===== src/hw/rtl/assert_macros.svh =====
// ----------------------------------------------------------------------------
// Assertion macros
// Shared concurrent assertion forms for the RTL; each reports through $error.
// ----------------------------------------------------------------------------
`ifndef ASSERT_MACROS_SVH
`define ASSERT_MACROS_SVH

// Same-cycle implication, disabled while reset is asserted.
`define ASSERT_IMPLY(label, clk, rst_n, ante, cons) \
    label: assert property (@(posedge clk) disable iff (!(rst_n)) (ante) |-> (cons)) \
        else $error("assertion failed: same-cycle implication");

// Next-cycle implication, disabled while reset is asserted.
`define ASSERT_NEXT(label, clk, rst_n, ante, cons) \
    label: assert property (@(posedge clk) disable iff (!(rst_n)) (ante) |=> (cons)) \
        else $error("assertion failed: next-cycle implication");

`endif


===== src/hw/rtl/umlt_pkg.sv =====
// ----------------------------------------------------------------------------
// umlt_pkg
// Types and fixed-point constants of the Unix-to-Mars local time converter.
// ----------------------------------------------------------------------------
package umlt_pkg;

    // Number of sites with a table entry by default.
    localparam int SITE_COUNT_DEF = 3;
    localparam int SITE_TABLE     = 4;

    // Earth seconds per sol, scaled by 1e10.
    localparam logic [127:0] SOL_SCALED = 128'd887752441468800;

    // Sols per second, Q0.64, rounded to nearest.
    localparam logic [127:0] RATE_W =
        ((128'd10000000000 << 65) + SOL_SCALED) / (SOL_SCALED << 1);
    localparam logic [31:0] RATE_LO = RATE_W[31:0];
    // The rate is below 2^-16 sols per second, so the integer-scaled high
    // half fits in sixteen bits.
    localparam logic [15:0] RATE_HI = RATE_W[47:32];

    // Sol date at the epoch, Q32.32.
    localparam logic [127:0] A_W =
        ((128'd447959990374 << 33) + 128'd10000000) / 128'd20000000;
    localparam logic [127:0] B_W =
        ((128'd9471167308160000000 << 33) + SOL_SCALED) / (SOL_SCALED << 1);
    localparam logic [63:0] MSD_OFF = A_W[63:0] - B_W[63:0];

    // Offset added to Coordinated Mars Time at each site, in hours, Q5.32 in SITE_SHIFT.
    localparam logic [127:0] SHIFT1_W =
        ((128'd7745088572 << 33) + 128'd1500000000) / 128'd3000000000;
    localparam logic [127:0] SHIFT2_W =
        ((128'd137441635 << 33) + 128'd15000000) / 128'd30000000;

    typedef logic [36:0] t_hours;   // hours in Q5.32, below 24 h
    typedef logic [37:0] t_hours_w; // sum of two such values

    localparam t_hours_w DAY_Q = 38'd24 << 32;

    localparam t_hours SITE_SHIFT [SITE_TABLE] = '{
        37'd0, SHIFT1_W[36:0], SHIFT2_W[36:0], 37'd0
    };
    localparam logic [15:0] LANDING_SOL [SITE_TABLE] = '{
        16'd0, 16'd52304, 16'd49269, 16'd0
    };

    typedef struct packed {
        logic [31:0] unix_seconds;
        logic [1:0]  site;
    } t_in_word;

    typedef struct packed {
        logic [4:0]  mars_hour;
        logic [5:0]  mars_minute;
        logic [5:0]  mars_second;
        logic [15:0] mission_sol;
    } t_out_word;

endpackage


===== src/hw/rtl/umlt_if.sv =====
// ----------------------------------------------------------------------------
// umlt_if
// Valid/ready stream interfaces for the input and result words.
// ----------------------------------------------------------------------------
interface umlt_in_if;
    import umlt_pkg::*;
    logic     valid;
    logic     ready;
    t_in_word data;
    modport source (output valid, output data, input ready);
    modport sink   (input valid, input data, output ready);
endinterface

interface umlt_out_if;
    import umlt_pkg::*;
    logic      valid;
    logic      ready;
    t_out_word data;
    modport source (output valid, output data, input ready);
    modport sink   (input valid, input data, output ready);
endinterface


===== src/hw/rtl/unix_time_to_mars_local_time.sv =====
// ----------------------------------------------------------------------------
// unix_time_to_mars_local_time
// Converts UTC Unix seconds into local mean solar time and mission sol on Mars.
// ----------------------------------------------------------------------------
// Usage
// A word on i_in carries a 32-bit Unix time and a site code; each accepted
// word yields exactly one word on o_out with the hour, minute and second of
// local mean solar time at that site and the mission sol number.
// Both channels use valid/ready; a word moves when valid and ready are high
// at the same rising edge of i_clk.
// Throughput is one word per cycle while the receiver is ready: six register
// stages, each holding one word, with the 32-by-32 and 32-by-16
// multiplications of the sol date ahead of the first stage's registers.
// When the receiver stalls, each stage holds only while the one after it is
// full, so empty stages still take words and i_in.ready falls only when all
// six stages are full. Nothing is lost or repeated across a stall.
// A synchronous low i_rst_n empties the pipeline; the data registers are not reset.
// Site codes at or above SITE_COUNT behave as the prime meridian.
// ----------------------------------------------------------------------------
`include "assert_macros.svh"

module unix_time_to_mars_local_time #(
    parameter int SITE_COUNT = umlt_pkg::SITE_COUNT_DEF
) (
    input  logic              i_clk,
    input  logic              i_rst_n,
    umlt_in_if.sink           i_in,
    umlt_out_if.source        o_out
);
    import umlt_pkg::*;

    localparam int NS = 6;

    // Valid bit of each stage and its enable. A stage loads when it is empty
    // or when the stage after it is loading as well.
    logic [NS-1:0] r_valid;
    logic [NS-1:0] n_valid;
    logic [NS:0]   en;

    always_comb begin
        en[NS] = o_out.ready;
        for (int k = NS - 1; k >= 0; k--) begin
            en[k] = !r_valid[k] || en[k+1];
        end
    end

    always_comb begin
        for (int k = 0; k < NS; k++) begin
            if (en[k]) begin
                n_valid[k] = (k == 0) ? i_in.valid : r_valid[(k == 0) ? 0 : k - 1];
            end else begin
                n_valid[k] = r_valid[k];
            end
        end
    end

    always_ff @(posedge i_clk) begin
        if (!i_rst_n) begin
            r_valid <= '0;
        end else begin
            r_valid <= n_valid;
        end
    end

    assign i_in.ready = en[0];

    // Stage 1: site lookup and the two partial products of time times rate.
    // The sol date needs only 48 bits: 32 of fraction and 16 of sol number.
    logic [1:0]  site_sel;
    logic [63:0] prod_lo;
    logic [47:0] prod_hi;

    assign site_sel = (int'(i_in.data.site) < SITE_COUNT) ? i_in.data.site : 2'd0;
    assign prod_lo  = 64'(i_in.data.unix_seconds) * 64'(RATE_LO);
    assign prod_hi  = 48'(i_in.data.unix_seconds) * 48'(RATE_HI);

    logic [31:0] r_s1_plo;
    logic [47:0] r_s1_phi;
    t_hours      r_s1_shift;
    logic [15:0] r_s1_land;

    always_ff @(posedge i_clk) begin
        if (en[0]) begin
            r_s1_plo   <= prod_lo[63:32];
            r_s1_phi   <= prod_hi;
            r_s1_shift <= SITE_SHIFT[site_sel];
            r_s1_land  <= LANDING_SOL[site_sel];
        end
    end

    // Stage 2: Mars sol date, Q16.32 (the sol number wraps at 16 bits).
    logic [47:0] r_s2_msd;
    t_hours      r_s2_shift;
    logic [15:0] r_s2_land;

    always_ff @(posedge i_clk) begin
        if (en[1]) begin
            r_s2_msd   <= MSD_OFF[47:0] + r_s1_phi + {16'd0, r_s1_plo};
            r_s2_shift <= r_s1_shift;
            r_s2_land  <= r_s1_land;
        end
    end

    // Stage 3: Coordinated Mars Time (24 times the fraction of a sol) plus
    // the site offset, and the mission sol.
    t_hours_w    r_s3_lmt;
    logic [15:0] r_s3_sol;

    always_ff @(posedge i_clk) begin
        if (en[2]) begin
            r_s3_lmt <= {2'd0, r_s2_msd[31:0], 4'd0} + {3'd0, r_s2_msd[31:0], 3'd0}
                        + {1'b0, r_s2_shift};
            r_s3_sol <= r_s2_msd[47:32] - r_s2_land;
        end
    end

    // Stage 4: wrap the local time into one day.
    t_hours      r_s4_lmt;
    logic [15:0] r_s4_sol;
    t_hours_w    lmt_wrap;

    assign lmt_wrap = (r_s3_lmt >= DAY_Q) ? (r_s3_lmt - DAY_Q) : r_s3_lmt;

    always_ff @(posedge i_clk) begin
        if (en[3]) begin
            r_s4_lmt <= lmt_wrap[36:0];
            r_s4_sol <= r_s3_sol;
        end
    end

    // Stage 5: the hour is the integer part; sixty times the fraction of an
    // hour gives the minute and the fraction of a minute.
    logic [37:0] min_q;
    logic [4:0]  r_s5_hour;
    logic [5:0]  r_s5_minute;
    logic [31:0] r_s5_frac;
    logic [15:0] r_s5_sol;

    assign min_q = {r_s4_lmt[31:0], 6'd0} - {4'd0, r_s4_lmt[31:0], 2'd0};

    always_ff @(posedge i_clk) begin
        if (en[4]) begin
            r_s5_hour   <= r_s4_lmt[36:32];
            r_s5_minute <= min_q[37:32];
            r_s5_frac   <= min_q[31:0];
            r_s5_sol    <= r_s4_sol;
        end
    end

    // Stage 6: sixty times the fraction of a minute gives the second.
    logic [37:0] sec_q;
    t_out_word   r_s6_out;

    assign sec_q = {r_s5_frac, 6'd0} - {4'd0, r_s5_frac, 2'd0};

    always_ff @(posedge i_clk) begin
        if (en[5]) begin
            r_s6_out.mars_hour   <= r_s5_hour;
            r_s6_out.mars_minute <= r_s5_minute;
            r_s6_out.mars_second <= sec_q[37:32];
            r_s6_out.mission_sol <= r_s5_sol;
        end
    end

    assign o_out.valid = r_valid[NS-1];
    assign o_out.data  = r_s6_out;

    // A free output stage must never hold back the input.
    `ASSERT_IMPLY(a_bubble_accepts, i_clk, i_rst_n, !r_valid[NS-1], i_in.ready)
    // The day wrap leaves the local time below 24 hours.
    `ASSERT_IMPLY(a_wrap_range, i_clk, i_rst_n, r_valid[3], r_s4_lmt[36:32] < 5'd24)
    `ASSERT_IMPLY(a_hour_range, i_clk, i_rst_n, o_out.valid, o_out.data.mars_hour < 5'd24)
    `ASSERT_IMPLY(a_minute_range, i_clk, i_rst_n, o_out.valid, o_out.data.mars_minute < 6'd60)
    `ASSERT_IMPLY(a_second_range, i_clk, i_rst_n, o_out.valid, o_out.data.mars_second < 6'd60)

endmodule

===== src/flat_wrapper.sv =====
// flat-port wrapper written by rule: the top's interface ports become plain ports
module unix_time_to_mars_local_time_flat import umlt_pkg::*;
#(
    parameter int SITE_COUNT = umlt_pkg::SITE_COUNT_DEF
)
  (i_clk, i_rst_n, i_in_valid, i_in_data, i_in_ready, o_out_valid, o_out_data, o_out_ready);
  umlt_in_if i_in_i ();
  umlt_out_if o_out_i ();
  input  logic i_clk;
  input  logic i_rst_n;
  input wire logic [$bits(i_in_i.valid)-1:0] i_in_valid;
  input wire logic [$bits(i_in_i.data)-1:0] i_in_data;
  output wire logic [$bits(i_in_i.ready)-1:0] i_in_ready;
  output wire logic [$bits(o_out_i.valid)-1:0] o_out_valid;
  output wire logic [$bits(o_out_i.data)-1:0] o_out_data;
  input wire logic [$bits(o_out_i.ready)-1:0] o_out_ready;
  assign i_in_i.valid = i_in_valid;
  assign i_in_i.data = i_in_data;
  assign i_in_ready = i_in_i.ready;
  assign o_out_valid = o_out_i.valid;
  assign o_out_data = o_out_i.data;
  assign o_out_i.ready = o_out_ready;
  unix_time_to_mars_local_time #(.SITE_COUNT(SITE_COUNT)) u_core (.i_clk(i_clk), .i_rst_n(i_rst_n), .i_in(i_in_i), .o_out(o_out_i));
endmodule

===== config.mk =====
export PLATFORM = sky130hd
export DESIGN_NAME = unix_time_to_mars_local_time_flat
export DESIGN_NICKNAME = d
export VERILOG_FILES = /design/src/hw/rtl/umlt_pkg.sv /design/src/hw/rtl/umlt_if.sv /design/src/hw/rtl/unix_time_to_mars_local_time.sv /design/src/flat_wrapper.sv
export VERILOG_INCLUDE_DIRS = /design/src /design/src/hw/rtl
export SDC_FILE = /design/constraint.sdc
export NUM_CORES = 2
export LEC_CHECK = 0
export BUFFER_PORTS_ARGS = -buffer_cell sky130_fd_sc_hd__buf_2
export CORE_UTILIZATION = 45
export DETAILED_ROUTE_END_ITERATION = 12
export HOLD_SLACK_MARGIN = 0.08
export SLEW_MARGIN = 0
export SYNTH_ARGS = -nofsm -noshare
export SYNTH_HDL_FRONTEND = slang
export SYNTH_SLANG_ARGS = --single-unit

===== constraint.sdc =====
create_clock -name i_clk -period 7.9 [get_ports i_clk]
set_input_delay 1.975 -clock i_clk [delete_from_list [all_inputs] [get_ports i_clk]]
set_output_delay 1.975 -clock i_clk [all_outputs]
set_load 0.02 [all_outputs]

==> key figures <==
Logic synthesis
  • Largest area contributor in the netlist: edfxtp_1
  • Cell count after synthesis: 3425
  • Syn Nets: 4479
  • Ys flop type: edfxtp_1
  • Sequential share of the synthesized area: 26.8%
  • Number of synthesized flops with an enable pin: 327
  • Ys Warns: 0
  • #FFs+latches synth: 333
  • Synth area leaders: edfxtp_1 27%, ha_1 21%, fa_1 21%
  • Synth async-reset ratio: 0%
  • Mean Syn Cell Area: 10.8 µm²
  • Share of the synthesized area in the top cell type: 26.5%
  • Mapped cell area: 0.0370 mm²
  • Cell variety after synth: 84

Timing
  • Tightest Pin Transition: 1.13 ns
  • Rel. slew slack: 24.3%
  • Unrepaired setup endpoints after global routing: true
  • Clock Skews: 0.0162 ns
  • Post-route minimum period: 7.85 ns
  • Hold Fails Final Rpt: 0
  • Tcrit/Tclk final: 99.4%
  • Final setup fails: 0
  • Fin. max-slew vios: 0
  • Final WS setup: 0.0509 ns
  • TNS Setup: 0 ns
  • Highest Clock Rate: 0.127 GHz

Critical path
  • Crit Path Max Fanout: 4
  • R2R Path End: u_core.r_s3_lmt[34]$_DFFE_PP_
  • CP required: 8.19 ns
  • Critical path type: input port to flip-flop
  • CP max stage cell: fa_1
  • Critical Path, Cell by Cell: buf_8, clkinvlp_4, fa_1, fa_1, inv_2, fa_1, inv_1, fa_1, fa_2, fa_1, fa_1, inv_2, ha_4, a21o_1, a21oi_2, o21ai_1, a31o_1, nor3_4, a21oi_2, o21a_1, o41a_1, or4_1, o211a_1
  • Max incr delay on CP: 0.56 ns
  • Worst reg2reg setup slack: 2.69 ns
  • Cell family with the largest share of critical-path delay: adder cells
  • CP most frequent cell: fa_1
  • R2r startpoint: u_core.r_s2_msd[1]$_DFFE_PP_
  • Startpoint types: input port
  • Buf/Inv on CP: 5
  • Crit. End Element: flip-flop
  • Reg2reg path depth: 22
  • CP arrival: 8.14 ns

Floorplanning
  • Chip width: 289 µm
  • I/O Pins: 73
  • # rows: 104
  • Initial Util: 45.7%
  • Die H: 289 µm
  • Die area: 0.0834 mm²
  • Total core area: 0.0809 mm²

Global routing
  • GRT Total Usage: 20.2%
  • Vias in the first global route: 25500
  • Largest net degree at the start of global routing: 76
  • Grt total ovfl: 0
  • First-pass GRT wire length: 133000 µm
  • Antenna violations before repair: 3

Final layout
  • Register area: 0.00994 mm²
  • Most frequent cells in the layout: 628 x inv_1, 623 x ha_1, 365 x fa_1
  • Final nets: 4868
  • Fin util: 52.5%
  • Final Cell Area: 0.0425 mm²
  • Share of post-route cells with drive strength above 1: 13.7%
  • Synth-to-Final Area Change: 14.8%
  • Fill count: 7284
  • Multi-input combinational cell area: 0.0249 mm²
  • Most common cell after layout, fill and taps aside: inv_1

Drt
  • Drt wl/cell: 17.0 µm
  • 1st-pass router iterations: 5
  • Final WL: 83000 µm
  • Total number of vias: 24900
  • Mean number of vias per cell: 5.08
  • Routed Antenna Nets: 0
  • Violation count after the first detailed-route iteration: 1122
  • Remaining DRCs: 0

Clocking
  • Clock slew at reported path FFs: 0.06 ns
  • Clock Root Buffer: clkbuf_16
  • CTS Buffer Depth: 3
  • CTS buffer count: 35
  • H-tree levels: 2
  • TritonCTS clock tree: yes
  • CTS Sinks: 333
  • Clock latency on the worst-skew pair: 0.54 ns
  • Hold buffers post-CTS: 0

Place
  • DP HPWL: 72300 µm
  • IO Port Bufs: 72
  • Final Wtd Congestion: 0.919
  • Pre-CTS WS: -0.630 ns
  • Placed cell areas: 0.0410 mm²

Flow run
  • Max Cap Viol: 0

Status
  • Outcome: complete, no violations

Min path
  • Min-Delay Endpoint: u_core.r_s4_lmt[17]$_DFFE_PP_
  • Worst Hold Path Cells: 0
  • Worst hold path type: flip-flop to flip-flop
  • Hold Crit Start: u_core.r_s3_lmt[17]$_DFFE_PP_
## state kept, by name (all words and copies together) (netlist names)
register and cells:
u_core.o_out.data 33, u_core.r_s1_land 3, u_core.r_s1_phi 46, u_core.r_s1_plo 30
u_core.r_s2_land 3, u_core.r_s2_msd 48, u_core.r_s3_lmt 38, u_core.r_s3_sol 16
u_core.r_s4_lmt 37, u_core.r_s4_sol 16, u_core.r_s5_frac 30, u_core.r_s5_hour 5
u_core.r_s5_minute 6, u_core.r_s5_sol 16, u_core.r_valid 6
## layer usage
metal	global-route usage (%)	vias to the layer above	routed length (µm)
li1	-	12600	-
met3	1.89	79	2330
met5	0	-	0
met4	4.58	0	1700
met2	35.4	314	41000
met1	27.1	11900	38100
## cell usage after synthesis, types with 28 or more instances
library cell and number:
inv_1 642, nor2b_1 36, nand3_1 48, nand2_1 108, a21o_1 127, nor3_1 41
o21bai_1 28, nor2_1 118, o21a_1 33, fa_1 383, ha_1 633, a21oi_1 204
xor2_1 57, o21ai_1 28, edfxtp_1 327, nand4_1 32, nand2b_1 31, o21ai_0 86
xnor2_1 150
## how the worst max path moves through the flow
stage                     slack (ns)           from  depth (start not counted)                            end
after floorplan                -0.14   i_in_data[7]                         20  u_core.r_s1_plo[28]$_DFFE_PP_
final                           0.05   i_in_data[7]                         23  u_core.r_s1_plo[28]$_DFFE_PP_
after global routing           -0.13  i_in_data[12]                         21  u_core.r_s1_plo[28]$_DFFE_PP_
after detailed placement       -0.63   i_in_data[7]                         23  u_core.r_s1_plo[29]$_DFFE_PP_
after global placement         -0.57  i_in_data[10]                         20  u_core.r_s1_plo[28]$_DFFE_PP_
after CTS                      0.006   i_in_data[7]                         23  u_core.r_s1_plo[29]$_DFFE_PP_
## what timing repair did
action / CTS / global route
pin swaps: 3 / 34
endpoints found under the setup margin: 2 / 18
resized for setup: 3 / 54
buffers inserted: 4 / 13
## cell type report
type                            count  area share (%)
Multi-Input combinational cell   2422            58.6
Sequential cell                   333            23.4
Timing Repair Buffer              380            6.45
Inverter                          642            5.68
Tap cell                         1060            3.12
Clock buffer                       41            2.11
Clock inverter                     16           0.633
Antenna cell                        1         0.00589
## per-stage QoR
stage | hold WS [ns] | instances
final | 0.411 | 4895
after global routing | 0.422 | 4895
after CTS | 0.415 | 4881
after detailed placement | 0.405 | 4820
after global placement | 0.401 | 4820
after floorplan | 0.400 | 3425
## kinds of logic (layout without fill, tap and decap cells)
family	Yosys count	after routing	share of synthesized area, %
AO/OA/AOI/OAI	667	667	11.9
XOR/XNOR	207	207	4.90
adder cells (fa/ha/maj)	1016	1016	42.1
buffers and inverters	670	1079	6.81
flip-flops	333	333	26.8
multiplexers	4	4	0.108
other	0	1	0
AND/OR/NAND/NOR	528	528	7.33
Power is left out: the tool's default activity adds up to more than one toggle a clock period on the data nets, which glitch-free logic cannot reach.
